<file path="config.mk">
export PLATFORM = sky130hd
export DESIGN_NAME = humidity_sensor_wire_master_unit
export DESIGN_NICKNAME = d
export VERILOG_FILES = /design/src/dhtwm_pkg.sv /design/src/dhtwm_step.sv /design/src/humidity_sensor_wire_master_unit.sv
export SDC_FILE = /design/constraint.sdc
export NUM_CORES = 1
export LEC_CHECK = 0
export ABC_AREA = 1
export BUFFER_PORTS_ARGS = -buffer_cell sky130_fd_sc_hd__buf_4
export CAP_MARGIN = 30
export CORE_MARGIN = 4
export CORE_UTILIZATION = 45
export CTS_BUF_LIST = sky130_fd_sc_hd__clkbuf_2 sky130_fd_sc_hd__clkbuf_4 sky130_fd_sc_hd__clkbuf_8
export DETAILED_ROUTE_END_ITERATION = 12
export GPL_TIMING_DRIVEN = 1
export SLEW_MARGIN = 20
export SYNTH_ARGS = -nofsm -noshare
export SYNTH_HDL_FRONTEND = slang
export SYNTH_SLANG_ARGS = --single-unit
</file>
<file path="constraint.sdc">
create_clock -name aclk -period 9.8 [get_ports aclk]
set_input_delay 1.96 -clock aclk [delete_from_list [all_inputs] [get_ports aclk]]
set_output_delay 1.96 -clock aclk [all_outputs]
set_load 0.05 [all_outputs]
</file>
<file path="src/dhtwm_pkg.sv">
// ----------------------------------------------------------------------------
// dhtwm_pkg
// Types and constants shared by the single-wire humidity sensor master.
// ----------------------------------------------------------------------------
package dhtwm_pkg;

    localparam int BITS_PER_READ = 8;
    localparam int IN_W          = 8;
    localparam int OUT_W         = 16;
    localparam int CFG_AW        = 3;
    localparam int CFG_DW        = 16;

    typedef enum logic [3:0] {
        PH_IDLE           = 4'd0,
        PH_START_LOW      = 4'd1,
        PH_START_HIGH     = 4'd2,
        PH_RESP_SAMPLE    = 4'd3,
        PH_RESP_CONFIRM   = 4'd4,
        PH_RESP_HIGH_WAIT = 4'd5,
        PH_BIT_WAIT_HIGH  = 4'd6,
        PH_BIT_SAMPLE     = 4'd7,
        PH_BIT_WAIT_LOW   = 4'd8
    } phase_t;

    typedef enum logic [1:0] {
        CMD_TICK  = 2'd0,
        CMD_START = 2'd1,
        CMD_READ  = 2'd2
    } cmd_t;

    typedef enum logic [1:0] {
        DRV_RELEASE = 2'd0,
        DRV_LOW     = 2'd1,
        DRV_HIGH    = 2'd2
    } drive_t;

    typedef enum logic [CFG_AW-1:0] {
        REG_START_LOW       = 3'd0,
        REG_START_HIGH      = 3'd1,
        REG_RESP_SAMPLE     = 3'd2,
        REG_RESP_CONFIRM    = 3'd3,
        REG_BIT_SAMPLE      = 3'd4,
        REG_EDGE_TIMEOUT    = 3'd5
    } reg_index_t;

    localparam logic [15:0] START_LOW_RST    = 16'd20000;
    localparam logic [7:0]  START_HIGH_RST   = 8'd30;
    localparam logic [7:0]  RESP_SAMPLE_RST  = 8'd40;
    localparam logic [7:0]  RESP_CONFIRM_RST = 8'd80;
    localparam logic [7:0]  BIT_SAMPLE_RST   = 8'd40;
    localparam logic [15:0] EDGE_TIMEOUT_RST = 16'd2000;

    typedef struct packed {
        logic [15:0] start_low_us;
        logic [7:0]  start_high_us;
        logic [7:0]  response_sample_us;
        logic [7:0]  response_confirm_us;
        logic [7:0]  bit_sample_us;
        logic [15:0] edge_timeout_ticks;
    } cfg_t;

    typedef struct packed {
        phase_t      phase;
        logic [15:0] tick_count;
        logic [2:0]  bit_index;
        logic [7:0]  shift_byte;
        logic        response_flag;
    } state_t;

    typedef struct packed {
        logic [1:0] line_drive;
        logic       busy_res;
        logic       done_res;
        logic       response_ok;
        logic [7:0] data_byte;
    } result_t;

endpackage

</file>
<file path="src/dhtwm_step.sv">
// ----------------------------------------------------------------------------
// dhtwm_step
// Next-state and result logic for one microsecond tick of the line protocol.
// ----------------------------------------------------------------------------
module dhtwm_step (
    input  dhtwm_pkg::cfg_t    cfg,
    input  dhtwm_pkg::state_t  cur,
    input  logic [1:0]         cmd,
    input  logic               line_level,
    output dhtwm_pkg::state_t  nxt,
    output dhtwm_pkg::result_t res
);
    import dhtwm_pkg::*;

    state_t      st;
    logic [15:0] cnt_inc;
    logic [15:0] dur;
    logic        t_end;
    logic [3:0]  bit_n;
    logic [2:0]  bit_pos;
    drive_t      drive;
    logic        done;

    // duration of the timed phase currently running
    always_comb begin
        case (st.phase)
            PH_START_LOW:      dur = cfg.start_low_us;
            PH_START_HIGH:     dur = {8'd0, cfg.start_high_us};
            PH_RESP_SAMPLE:    dur = {8'd0, cfg.response_sample_us};
            PH_RESP_CONFIRM:   dur = {8'd0, cfg.response_confirm_us};
            PH_BIT_SAMPLE:     dur = {8'd0, cfg.bit_sample_us};
            default:           dur = cfg.edge_timeout_ticks;
        endcase
    end

    always_comb begin
        st = cur;
        if (cur.phase == PH_IDLE) begin
            if (cmd == CMD_START) begin
                st.response_flag = 1'b0;
                st.phase         = PH_START_LOW;
                st.tick_count    = 16'd0;
            end else if (cmd == CMD_READ) begin
                st.bit_index  = 3'd0;
                st.phase      = PH_BIT_WAIT_HIGH;
                st.tick_count = 16'd0;
            end
        end
    end

    assign cnt_inc = st.tick_count + 16'd1;
    assign t_end   = (cnt_inc >= dur) || (cnt_inc == 16'd0);
    assign bit_n   = {1'b0, st.bit_index} + 4'd1;
    assign bit_pos = 3'd7 - st.bit_index;

    always_comb begin
        nxt   = st;
        drive = DRV_RELEASE;
        done  = 1'b0;
        case (st.phase)
            PH_IDLE: begin
                nxt.tick_count = st.tick_count;
            end
            PH_START_LOW: begin
                drive          = DRV_LOW;
                nxt.tick_count = cnt_inc;
                if (t_end) begin
                    nxt.phase      = PH_START_HIGH;
                    nxt.tick_count = 16'd0;
                end
            end
            PH_START_HIGH: begin
                drive          = DRV_HIGH;
                nxt.tick_count = cnt_inc;
                if (t_end) begin
                    nxt.phase      = PH_RESP_SAMPLE;
                    nxt.tick_count = 16'd0;
                end
            end
            PH_RESP_SAMPLE: begin
                nxt.tick_count = cnt_inc;
                if (t_end) begin
                    nxt.phase      = line_level ? PH_RESP_HIGH_WAIT : PH_RESP_CONFIRM;
                    nxt.tick_count = 16'd0;
                end
            end
            PH_RESP_CONFIRM: begin
                nxt.tick_count = cnt_inc;
                if (t_end) begin
                    if (line_level) begin
                        nxt.response_flag = 1'b1;
                    end
                    nxt.phase      = PH_RESP_HIGH_WAIT;
                    nxt.tick_count = 16'd0;
                end
            end
            PH_RESP_HIGH_WAIT: begin
                // edge check wins before the timeout counter moves
                if (!line_level || t_end) begin
                    nxt.phase      = PH_IDLE;
                    nxt.tick_count = 16'd0;
                    done           = 1'b1;
                end else begin
                    nxt.tick_count = cnt_inc;
                end
            end
            PH_BIT_WAIT_HIGH: begin
                if (line_level || t_end) begin
                    nxt.phase      = PH_BIT_SAMPLE;
                    nxt.tick_count = 16'd0;
                end else begin
                    nxt.tick_count = cnt_inc;
                end
            end
            PH_BIT_SAMPLE: begin
                nxt.tick_count = cnt_inc;
                if (t_end) begin
                    nxt.shift_byte[bit_pos] = line_level;
                    nxt.phase      = PH_BIT_WAIT_LOW;
                    nxt.tick_count = 16'd0;
                end
            end
            PH_BIT_WAIT_LOW: begin
                if (!line_level || t_end) begin
                    nxt.tick_count = 16'd0;
                    if (bit_n >= 4'(BITS_PER_READ)) begin
                        nxt.bit_index = 3'd0;
                        nxt.phase     = PH_IDLE;
                        done          = 1'b1;
                    end else begin
                        nxt.bit_index = bit_n[2:0];
                        nxt.phase     = PH_BIT_WAIT_HIGH;
                    end
                end else begin
                    nxt.tick_count = cnt_inc;
                end
            end
            default: begin
                nxt.phase      = PH_IDLE;
                nxt.tick_count = 16'd0;
            end
        endcase
    end

    assign res.line_drive  = drive;
    assign res.busy_res    = (nxt.phase != PH_IDLE);
    assign res.done_res    = done;
    assign res.response_ok = nxt.response_flag;
    assign res.data_byte   = nxt.shift_byte;

endmodule

</file>
<file path="src/humidity_sensor_wire_master_unit.sv">
// ----------------------------------------------------------------------------
// humidity_sensor_wire_master_unit
// Master side of a single-wire humidity sensor link, one tick per transfer.
// ----------------------------------------------------------------------------
// Each input transfer's result is registered into the output register.
// Throughput: one tick per cycle unless m_tready stalls the output; the protocol
// state register and the output register both update on every accepted transfer.
// Reset: aresetn is synchronous, active low; phase returns to idle, counters and
// captured byte clear, configuration registers return to their defaults.
module humidity_sensor_wire_master_unit (
    input  logic                             aclk,
    input  logic                             aresetn,
    input  logic                             s_tvalid,
    output logic                             s_tready,
    input  logic [dhtwm_pkg::IN_W-1:0]       s_tdata,   // cmd[1:0], line_level[2]
    output logic                             m_tvalid,
    input  logic                             m_tready,
    output logic [dhtwm_pkg::OUT_W-1:0]      m_tdata,   // line_drive[1:0], busy_res[2],
                                                        // done_res[3], response_ok[4],
                                                        // data_byte[12:5]
    input  logic                             cfg_we,
    input  logic [dhtwm_pkg::CFG_AW-1:0]     cfg_addr,
    input  logic [dhtwm_pkg::CFG_DW-1:0]     cfg_wdata
);
    import dhtwm_pkg::*;

    cfg_t    cfg_reg;
    state_t  state_reg;
    state_t  state_next;
    result_t res_next;
    result_t res_reg;
    logic    m_valid_reg;
    logic    s_xfer;

    assign s_tready = !m_valid_reg || m_tready;
    assign s_xfer   = s_tvalid && s_tready;

    always_ff @(posedge aclk) begin
        if (!aresetn) begin
            cfg_reg.start_low_us        <= START_LOW_RST;
            cfg_reg.start_high_us       <= START_HIGH_RST;
            cfg_reg.response_sample_us  <= RESP_SAMPLE_RST;
            cfg_reg.response_confirm_us <= RESP_CONFIRM_RST;
            cfg_reg.bit_sample_us       <= BIT_SAMPLE_RST;
            cfg_reg.edge_timeout_ticks  <= EDGE_TIMEOUT_RST;
        end else if (cfg_we) begin
            case (cfg_addr)
                REG_START_LOW:    cfg_reg.start_low_us        <= cfg_wdata;
                REG_START_HIGH:   cfg_reg.start_high_us       <= cfg_wdata[7:0];
                REG_RESP_SAMPLE:  cfg_reg.response_sample_us  <= cfg_wdata[7:0];
                REG_RESP_CONFIRM: cfg_reg.response_confirm_us <= cfg_wdata[7:0];
                REG_BIT_SAMPLE:   cfg_reg.bit_sample_us       <= cfg_wdata[7:0];
                REG_EDGE_TIMEOUT: cfg_reg.edge_timeout_ticks  <= cfg_wdata;
                default: begin
                end
            endcase
        end
    end

    dhtwm_step u_step (
        .cfg        (cfg_reg),
        .cur        (state_reg),
        .cmd        (s_tdata[1:0]),
        .line_level (s_tdata[2]),
        .nxt        (state_next),
        .res        (res_next)
    );

    always_ff @(posedge aclk) begin
        if (!aresetn) begin
            state_reg.phase         <= PH_IDLE;
            state_reg.tick_count    <= 16'd0;
            state_reg.bit_index     <= 3'd0;
            state_reg.shift_byte    <= 8'd0;
            state_reg.response_flag <= 1'b0;
            m_valid_reg             <= 1'b0;
        end else begin
            if (s_xfer) begin
                state_reg   <= state_next;
                m_valid_reg <= 1'b1;
            end else if (m_tready) begin
                m_valid_reg <= 1'b0;
            end
        end
    end

    // result payload, no reset needed
    always_ff @(posedge aclk) begin
        if (s_xfer) begin
            res_reg <= res_next;
        end
    end

    assign m_tvalid = m_valid_reg;
    assign m_tdata  = {3'd0, res_reg.data_byte, res_reg.response_ok, res_reg.done_res,
                       res_reg.busy_res, res_reg.line_drive};

    // a finishing tick never reports the sequence as still running
    a_done_not_busy: assert property (@(posedge aclk) disable iff (!aresetn)
        m_tvalid |-> !(m_tdata[3] && m_tdata[2]))
        else $error("done and busy set on the same result");

    // the line is only driven while a start sequence is active
    a_drive_busy: assert property (@(posedge aclk) disable iff (!aresetn)
        (m_tvalid && m_tdata[1:0] != DRV_RELEASE) |-> m_tdata[2])
        else $error("line driven outside a sequence");

    // an idle protocol state keeps a clear tick counter
    a_idle_count: assert property (@(posedge aclk) disable iff (!aresetn)
        (state_reg.phase == PH_IDLE) |-> (state_reg.tick_count == 16'd0))
        else $error("tick counter running in idle");

    // a held result is not overwritten while the consumer stalls
    a_hold: assert property (@(posedge aclk) disable iff (!aresetn)
        (m_tvalid && !m_tready) |=> (m_tvalid && $stable(res_reg)))
        else $error("stalled result changed");

endmodule
</file>
==> results of run 1 <==
==> cell type report <==
class / count / area (sq um) / area share [%]
sequential: 110 / 2330 / 34.0
clock buffer: 9 / 124 / 1.81
tap: 176 / 220 / 3.21
clock inverter: 7 / 73.8 / 1.08
multi-input combinational: 664 / 3270 / 47.7
timing repair buffer: 46 / 365 / 5.33
inverter: 124 / 465 / 6.79
==> worst min path at each step <==
stage / start / endpoint / slack (ns)
floorplan: cfg_reg[4]$_SDFFE_PN1P_ / cfg_reg[4]$_SDFFE_PN1P_ / 0.42
detailed placement: cfg_reg[6]$_SDFFE_PN1P_ / cfg_reg[6]$_SDFFE_PN1P_ / 0.44
global route: cfg_reg[31]$_SDFFE_PN0P_ / cfg_reg[31]$_SDFFE_PN0P_ / 0.48
finish: cfg_reg[24]$_SDFFE_PN0P_ / cfg_reg[24]$_SDFFE_PN0P_ / 0.46
global placement: cfg_reg[7]$_SDFFE_PN1P_ / cfg_reg[7]$_SDFFE_PN1P_ / 0.43
CTS: cfg_reg[24]$_SDFFE_PN0P_ / cfg_reg[24]$_SDFFE_PN0P_ / 0.46
==> through the flow <==
stage          hold WS [ns]  setup slack [ns]  std cells  area (sq um)  power, W
6_report              0.460              3.05       1136          6850  0.000985
5_1_grt               0.476              2.46       1136          6850   0.00104
4_1_cts               0.461              3.00       1136          6850  0.000993
3_5_place_dp          0.439              2.58       1120          6660  0.000715
3_3_place_gp          0.433              2.59       1119          6630  0.000713
2_1_floorplan         0.424              4.24        934          6250  0.000657
==> power breakdown <==
| part | switching [W] | leakage (nW) | internal [W] |
|---|---|---|---|
| clock | 0.000180 | 0.101 | 0.000101 |
| sequential | 0.00000913 | 0.921 | 0.000477 |
| combinational | 0.000151 | 2.21 | 0.0000673 |
| total | 0.000340 | 3.23 | 0.000645 |
==> worst reg2reg max path, cell delays in order (launching register included) <==
cell and delay, ns:
dfxtp_1 0.40, nor2_4 0.19, nand3_2 0.31, nand2_2 0.22, nor2_1 0.07, nand2_1 0.07
inv_1 0.30, nor4_4 0.72, inv_1 0.43, o2111ai_1 0.18, o21ai_0 0.16, ha_1 0.33
a21oi_1 0.13, o21ai_0 0.09, nand3_1 0.08, nand2_1 0.05, nand2_1 0.05, nand2_1 0.04
nand2_1 0.05, a21oi_1 0.06, nor2_1 0.27, nand2_2 0.33, inv_2 0.19, nand2_2 0.21
o21ai_0 0.23, nand2_1 0.08, a21oi_1 0.15
==> Yosys cell counts (4+ instances only) <==
master	number	area, sq um
nand2_1	225	845
nor2_1	121	454
inv_1	119	447
dfxtp_1	97	1940
o21ai_0	84	420
nand3_1	56	280
a21oi_1	51	255
clkbuf_1	27	101
o21ai_1	21	105
ha_1	19	238
edfxtp_1	13	390
nand4_1	11	68.8
o211ai_1	11	82.6
a221oi_1	7	61.3
nand3_2	7	70.1
nand2_2	6	37.5
a22o_1	5	43.8
buf_6	5	56.3
nor2_2	5	31.3
o2111ai_1	4	35.0
==> kinds of logic (layout without fill, tap and decap cells) <==
| logic type | after synthesis | after routing |
|---|---|---|
| compound gates | 199 | 199 |
| xor+xnor | 3 | 3 |
| fa+ha+maj | 19 | 19 |
| buf+inv | 160 | 186 |
| flops | 110 | 110 |
| other cells | 1 | 3 |
| simple gates | 440 | 440 |
==> routing by layer <==
| metal | part of all wire (%) | track usage, % | vias to the layer above |
|---|---|---|---|
| li1 | - | - | 3081 |
| met4 | 1.6 | 6.69 | 0 |
| met2 | 43 | 30.6 | 116 |
| met1 | 50 | 29.1 | 2587 |
| met5 | 0 | 0 | - |
| met3 | 4.6 | 2.71 | 21 |
==> flow_summary.ini, run 1 <==
[route]
drc_errors = 0
vias = 5805
drt_first_pass_iters = 5
drtIter0Drc = 373
antenna_left = 0
detail_route.vias_per_cell = 5.11
wl_um = 15500
wl_per_cell_um = 13.7

[global_route]
antenna_found_initial = 0
grt_pass1_vias = 5230
grt_pass1_wl_um = 26400
grt_start_max_net_pins = 71
overflow = 0
grt_usage_pct = 20.0

[yosys]
synth-edff-count = 13
yosysUniqueCellTypes = 42
synth_compound_area_share_pct = 18.0
synth_flop_cell = dfxtp_1
synth_top_family_by_area = simple AND/OR/NAND/NOR gates
seq_area_frac_synth_pct = 37.3
async_reset_ff_share_pct = 0
ys_seq_elements = 110
avgSynthCellArea_sq_um = 6.70
synthMuxAreaShare_pct = 0
synth_fa_ha_area_share_pct = 3.81
synthSimpleGateAreaFrac_pct = 30.0
synth_xor_area_share_pct = 0.421
yosys_warnings = 0
syn_area_sq_um = 6250
syn_inst = 932

[floorplan]
core_region_area_sq_um = 13400
initial_utilization_pct = 46.6
ios = 50
die_w_um = 126
die_area_sq_um = 15800
num_rows = 42
die_y_um = 126

[power_and_ir_drop]
power.density_nw_per_um2 = 144
p_leak_nw = 3.23
ir_drop_mv = 0.0852

[sta]
clock.fmax_mhz = 148
setup_violations = 0
finalCritPeriodShare_pct = 68.9
rsz0062_at_grt = false
post-route-min-period_ns = 6.75
worst_pin_slew_ns = 0.743
slew_headroom_pct = 50.3
skew_ns = 0.0202
drv_slew = 0
fin_setup_tns_ns = 0
hold_viol_final = 0

[critical_path]
cp.depth = 28
ff2ff_setup_slack_ns = 4.35
cp_max_fo = 22
crit_type = input port to flop
crit_top_cell = nand2_1
cp-endpoint = state_reg[24]$_SDFFE_PN0P_
worst-r2r-cell-count = 26
setup.worst_path.start = s_tdata[1]
crit_buf_inv = 5
crit_slowest_cell = nor4_4
crit_path_start_kind = input port
r2r-start = state_reg[31]$_SDFFE_PN0P_
rr_endpoint = state_reg[24]$_SDFFE_PN0P_
setup.worst_path.end_class = flop
crit_arrival_ns = 7.08
crit_required_ns = 10.12
cpPeakStageDelay_ns = 0.72
path_delay_family = simple AND/OR/NAND/NOR gates

[clock_network]
cts_buffer_depth = 2
ctsResizeCount = 0
cts.sinks = 110
cts_buffers = 9
cts_tree = done
path_clk_slew_ns = 0.11
worstSkewPairLatency_ns = 0.41
cts_hold_buf = 0
root_buffer = clkbuf_8
cts_setup_buffers = 0
htree_levels = 3

[finish]
drive_above_1_share_pct = 9.48
diodes = 0
synthToLayoutAreaGrowth_pct = 9.72
fill_cells = 1418
layout_common_cells = nand2_1, nor2_1, inv_1
final_util_pct = 51.1
final_common_cell = nand2_1
layout.nets = 1006
largest_register_ffs = 64

[placement]
hpwl_um = 10600
globalplace.congestion = 0.829
numPortBuffers = 41

[job]
drv_cap = 0

[worst_hold_path]
whs_path_depth = 2
min-delay-path-class = flop to flop

[run_status]
outcome = completed
Power figures use the tool's default switching activity.
==> run 2, diff against run 1 <==
Settings changed: ABC_AREA 1 to 0, PLACE_DENSITY set to 0.65.
Clock period 9.8 ns to 5.4 ns, I/O delays scaled along.
==> run 2 against run 1 <==
  * Cell count fell by 16%
  * Total power up 83%
  * Sequential share of layout area fell by 0.35 points
  * Via count decreased by 4.1%
  * Critical path type unchanged
  * Critical endpoint is now m_tdata[2]$_DFFE_PP_
  * Largest power group unchanged
  * Highest routed layer unchanged
==> flow_summary.ini, run 2 <==
[run_status]
outcome = completed

[placement]
numPortBuffers = 41
dp.cells = 943
globalplace.congestion = 0.890
hpwl_um = 10900

[route]
wl_um = 15600
detail_route.vias_per_cell = 5.81
vias = 5567
wl_per_cell_um = 16.2
drc_errors = 0
antenna_left = 0
drtIter0Drc = 448
drt_first_pass_iters = 5

[sta]
finalCritPeriodShare_pct = 87.9
worst_pin_slew_ns = 0.967
clock.fmax_mhz = 211
skew_ns = 0.0151
fin_setup_tns_ns = 0
slew_headroom_pct = 35.5
setup_violations = 0
hold_viol_final = 0
drv_slew = 0
post-route-min-period_ns = 4.75
rsz0062_at_grt = false
hold_ws_ns = 0.464

[yosys]
yosysTopAreaCell = dfxtp_1
syn_inst = 759
yosysUniqueCellTypes = 71
async_reset_ff_share_pct = 0
yosys_warnings = 0
yosys-top-cells-area = dfxtp_1, nand2_1, edfxtp_1
netlist_top_cells_count = nand2_1, dfxtp_1, a21boi_0
synth_flop_cell = dfxtp_1
syn_area_sq_um = 6220
seq_area_frac_synth_pct = 37.5
synth-edff-count = 13
ys_seq_elements = 110
synth.most_common_cell = nand2_1
synth_top_area_share_pct = 31.2
avgSynthCellArea_sq_um = 8.20

[floorplan]
ios = 50
num_rows = 42
die_y_um = 126
core_region_area_sq_um = 13400
initial_utilization_pct = 46.5
die_w_um = 126
die_area_sq_um = 15800

[global_route]
grt_pass1_vias = 5132
grt_pass1_wl_um = 25800
grt_usage_pct = 19.7
antenna_found_initial = 0
overflow = 0
grt_start_max_net_pins = 88

[clock_network]
cts_buffer_depth = 2
ctsResizeCount = 0
cts.sinks = 110
root_buffer = clkbuf_8
htree_levels = 3
cts_buffers = 9
cts_hold_buf = 0
cts_setup_buffers = 0
path_clk_slew_ns = 0.10
cts_tree = done
worstSkewPairLatency_ns = 0.39

[finish]
final_common_cell = nand2_1
layout.nets = 829
final_util_pct = 51.7
layout_common_cells = nand2_1, dfxtp_1, buf_4
drive_above_1_share_pct = 13.4
largest_register_ffs = 64
synthToLayoutAreaGrowth_pct = 11.2
diodes = 0
layout.cells.non_filler = 959

[critical_path]
crit_arrival_ns = 4.87
crit_required_ns = 5.52
setup.worst_path.end_class = flop
crit_path_start_kind = input port
crit_type = input port to flop
cp_max_fo = 7

[worst_hold_path]
min-delay-path-class = flop to flop

[power_and_ir_drop]
power.density_nw_per_um2 = 261
power_w = 0.00180
p_leak_nw = 2.57
ir_drop_mv = 0.136

[job]
drv_cap = 0
run 2: cell types whose count changed in the layout (fill, tap and decap cells not counted), moves of 8 or more:
cell | previous run | this run
inv_1 | 119 | 9
nor2_1 | 121 | 35
a21boi_0 | 0 | 45
o21ai_0 | 84 | 39
nand2_1 | 225 | 188
a21oi_1 | 51 | 17
nand3_1 | 56 | 34
o21ai_1 | 21 | 1
mux2i_1 | 0 | 17
buf_4 | 45 | 61
nor3_1 | 2 | 14
a22o_1 | 5 | 16
and2_1 | 0 | 8
mux2_2 | 0 | 8
run 2: area by class of cell:
class	count	area [sq um]
clock buffers	9	124
clock inverters	7	131
fillers	1273	6480
inverters	9	33.8
multi-input cells	587	3620
flip-flops and latches	110	2330
well taps	176	220
repair buffers	61	458
run 2: logic make-up after synthesis:
| logic type | after synthesis | synth area share, % |
|---|---|---|
| and+or+nand+nor | 340 | 26.2 |
| buffers and inverters | 64 | 4.52 |
| AOI/OAI and AO/OA | 189 | 22.3 |
| xor gates and xnor gates | 11 | 1.55 |
| other | 1 | 0.0602 |
| adders and majority gates | 19 | 3.82 |
| DFF | 110 | 37.5 |
| muxes | 25 | 4.18 |
run 2: worst paths after layout:
kind | to | slack (ns) | depth (start not counted) | start
hold / removal | state_reg[2]$_SDFFE_PN0P_ | 0.46 | 2 | state_reg[2]$_SDFFE_PN0P_
hold reg to reg | state_reg[2]$_SDFFE_PN0P_ | 0.46 | 2 | state_reg[2]$_SDFFE_PN0P_
setup reg to reg | m_tdata[2]$_DFFE_PP_ | 0.71 | 15 | state_reg[31]$_SDFFE_PN0P_
setup / recovery | m_tdata[2]$_DFFE_PP_ | 0.65 | 16 | s_tdata[1]
run 2: per-layer routing:
metal  GRT usage (%)  part of all wire (%)  vias to the layer above
met2            31.7                    47                      158
met1            27.3                    46                     2638
met5               0                     0                        -
met3            2.79                   4.9                       20
met4            6.76                   1.4                        0
li1                -                     -                     2751
run 2: power breakdown:
group          internal (W)  leakage, nW  switching (W)
Combinational      0.000115         1.53       0.000211
Sequential         0.000851        0.917      0.0000151
Clock              0.000314        0.123       0.000298
run 2: per-stage QoR:
| stage | instance area, sq um | setup WS [ns] |
|---|---|---|
| floorplan | 6230 | 0.429 |
| global placement | 6660 | 0.316 |
| detailed placement | 6670 | 0.339 |
| CTS | 6920 | 0.748 |
| global route | 6920 | 0.296 |
| finish | 6920 | 0.652 |
run 2: worst max-delay path, cell delays in order:
cell and delay (ns):
buf_4 0.14, xor2_1 0.17, nand2_1 0.12, and2_1 0.22
ha_1 0.28, nand4_1 0.18, nor4_1 0.32, mux2i_1 0.38
ha_1 0.31, a21o_1 0.18, o2111ai_1 0.32, o21ai_1 0.20
buf_4 0.21, a31o_2 0.28, a211oi_1 0.31, nand4_1 0.18
==> run 3, diff against run 2 <==
Settings changed: CORE_UTILIZATION 45 to 55, PLACE_DENSITY 0.65 to 0.77.
==> run 3 against run 2 <==
  * Clock power fell by 14%
  * Critical endpoint unchanged
  * Register-to-register slack improved by 0.23 ns
  * Highest routed layer unchanged
  * Flip-flop and latch count did not move
  * Cell count fell by 3.6%
  * Sequential power barely moved
  * Maximum frequency fell by 0.44%
  * First-iteration DRC count fell by 18%
  * Non-clock buffer count rose by 1
  * Sequential share of layout area rose by 0.37 points
  * Core utilization rose by 11 points
  * Via count rose by 1.8%
==> flow_summary.ini, run 3 (synthesis gave the netlist of run 2 again) <==
[run_status]
outcome = completed

[critical_path]
ff2ff_setup_slack_ns = 0.94
crit_top_cell = buf_4
rr_endpoint = m_tdata[2]$_DFFE_PP_
r2r-start = state_reg[28]$_SDFFE_PN0P_
setup.worst_path.end_class = flop
worst-r2r-cell-count = 17
cp_max_fo = 20
worstPathCellList = buf_4 > nand2b_1 > a2111oi_2 > buf_4 > nor2_1 > a22oi_1 > ha_1 > a22oi_1 > o211ai_1 > a211oi_1 > o21ai_1 > buf_4 > a31o_2 > a211oi_1 > nand4_1
crit_required_ns = 5.52
crit_arrival_ns = 4.89
cpPeakStageDelay_ns = 0.48
cp.depth = 15
crit_slowest_cell = a2111oi_2
crit_type = input port to flop
path_delay_family = compound AO/OA/AOI/OAI gates
crit_buf_inv = 3
crit_path_start_kind = input port

[finish]
synthToLayoutAreaGrowth_pct = 10.0
largest_register_ffs = 64
drive_above_1_share_pct = 13.5
layout.nets = 830
final_common_cell = nand2_1
diodes = 0
layout_common_cells = nand2_1, dfxtp_1, buf_4

[power_and_ir_drop]
power.switching_w = 0.000522
power.density_nw_per_um2 = 251
power_frac_seq_pct = 50.5
combPwrFrac_pct = 18.8
p_leak_nw = 2.57
pwr-share-clk_pct = 30.6
p_int_w = 0.00119
ir_drop_mv = 0.165
p_sw_share_pct = 30.4
power_w = 0.00172

[floorplan]
die_y_um = 114
die_area_sq_um = 13100
core_region_area_sq_um = 10900
die_w_um = 114
num_rows = 38
initial_utilization_pct = 56.9
ios = 50

[sta]
clock.fmax_mhz = 210
slew_headroom_pct = 41.8
finalCritPeriodShare_pct = 88.3
drv_slew = 0
setup_violations = 0
post-route-min-period_ns = 4.77
fin_setup_tns_ns = 0
skew_ns = 0.00588
worst_pin_slew_ns = 0.870
rsz0062_at_grt = false
hold_viol_final = 0

[route]
vias = 5665
antenna_left = 0
drc_errors = 0
detail_route.vias_per_cell = 6.13
drt_first_pass_iters = 5
wl_um = 15300
wl_per_cell_um = 16.6
drtIter0Drc = 369

[global_route]
grt_usage_pct = 23.6
grt_start_max_net_pins = 88
grt_pass1_wl_um = 25100
overflow = 0
grt_pass1_vias = 5250
antenna_found_initial = 0

[clock_network]
root_buffer = clkbuf_8
path_clk_slew_ns = 0.10
cts.sinks = 110
cts_tree = done
cts_setup_buffers = 0
ctsResizeCount = 0
cts_hold_buf = 0
worstSkewPairLatency_ns = 0.39
htree_levels = 3
cts_buffer_depth = 2
cts_buffers = 9

[placement]
globalplace.congestion = 0.945
numPortBuffers = 41
hpwl_um = 10800

[job]
drv_cap = 0

[worst_hold_path]
worstHoldEndpoint = state_reg[2]$_SDFFE_PN0P_
min-delay-path-class = flop to flop
hp-start = state_reg[2]$_SDFFE_PN0P_
whs_path_depth = 2
-- run 3: through the flow --
step / utilization [%] / worst slack (ns) / hold slack (ns) / instance area, sq um / instances
after floorplan: - / 0.429 / 0.432 / 6230 / 761
after global placement: 60.7 / 0.354 / 0.441 / 6640 / 907
after detailed placement: 60.7 / 0.351 / 0.454 / 6640 / 907
after CTS: 62.5 / 0.726 / 0.469 / 6840 / 923
after global routing: 62.6 / 0.414 / 0.492 / 6850 / 924
final: 62.6 / 0.630 / 0.464 / 6850 / 924
-- run 3: worst min-delay path: stages (launching register included) --
cell and delay (ns):
dfxtp_1 0.33, nand2_1 0.05, mux2i_1 0.05
-- run 3: worst max-delay path by stage --
stage	start	to	slack, ns
after floorplan	s_tdata[1]	m_tdata[10]$_DFFE_PP_	0.43
after global placement	s_tdata[1]	m_tdata[2]$_DFFE_PP_	0.35
after detailed placement	s_tdata[1]	m_tdata[2]$_DFFE_PP_	0.35
after CTS	s_tdata[1]	m_tdata[2]$_DFFE_PP_	0.73
after global routing	s_tdata[1]	m_tdata[2]$_DFFE_PP_	0.41
final	s_tdata[1]	m_tdata[2]$_DFFE_PP_	0.63
-- run 3: area by class of cell --
| type | count | area, sq um |
|---|---|---|
| well taps | 140 | 175 |
| fillers | 961 | 4090 |
| flip-flops and latches | 110 | 2330 |
| inverters | 9 | 33.8 |
| multi-input cells | 587 | 3630 |
| clock inverters | 6 | 63.8 |
| repair buffers | 62 | 478 |
| clock buffers | 10 | 138 |
-- run 3: per-layer routing --
metal	GRT usage [%]	wire length, um
met3	3.70	921
met5	0	0
met4	9.03	315
met1	31.0	6770
met2	39.0	7300
-- run 3: power groups by stage --
stage | registers (W) | clock network [W] | logic (W)
finish | 0.000868 | 0.000526 | 0.000323
global route | 0.000870 | 0.000556 | 0.000359
CTS | 0.000867 | 0.000535 | 0.000320
detailed placement | 0.000886 | 0 | 0.000319
global placement | 0.000885 | 0 | 0.000312
floorplan | 0.000903 | 0 | 0.000205
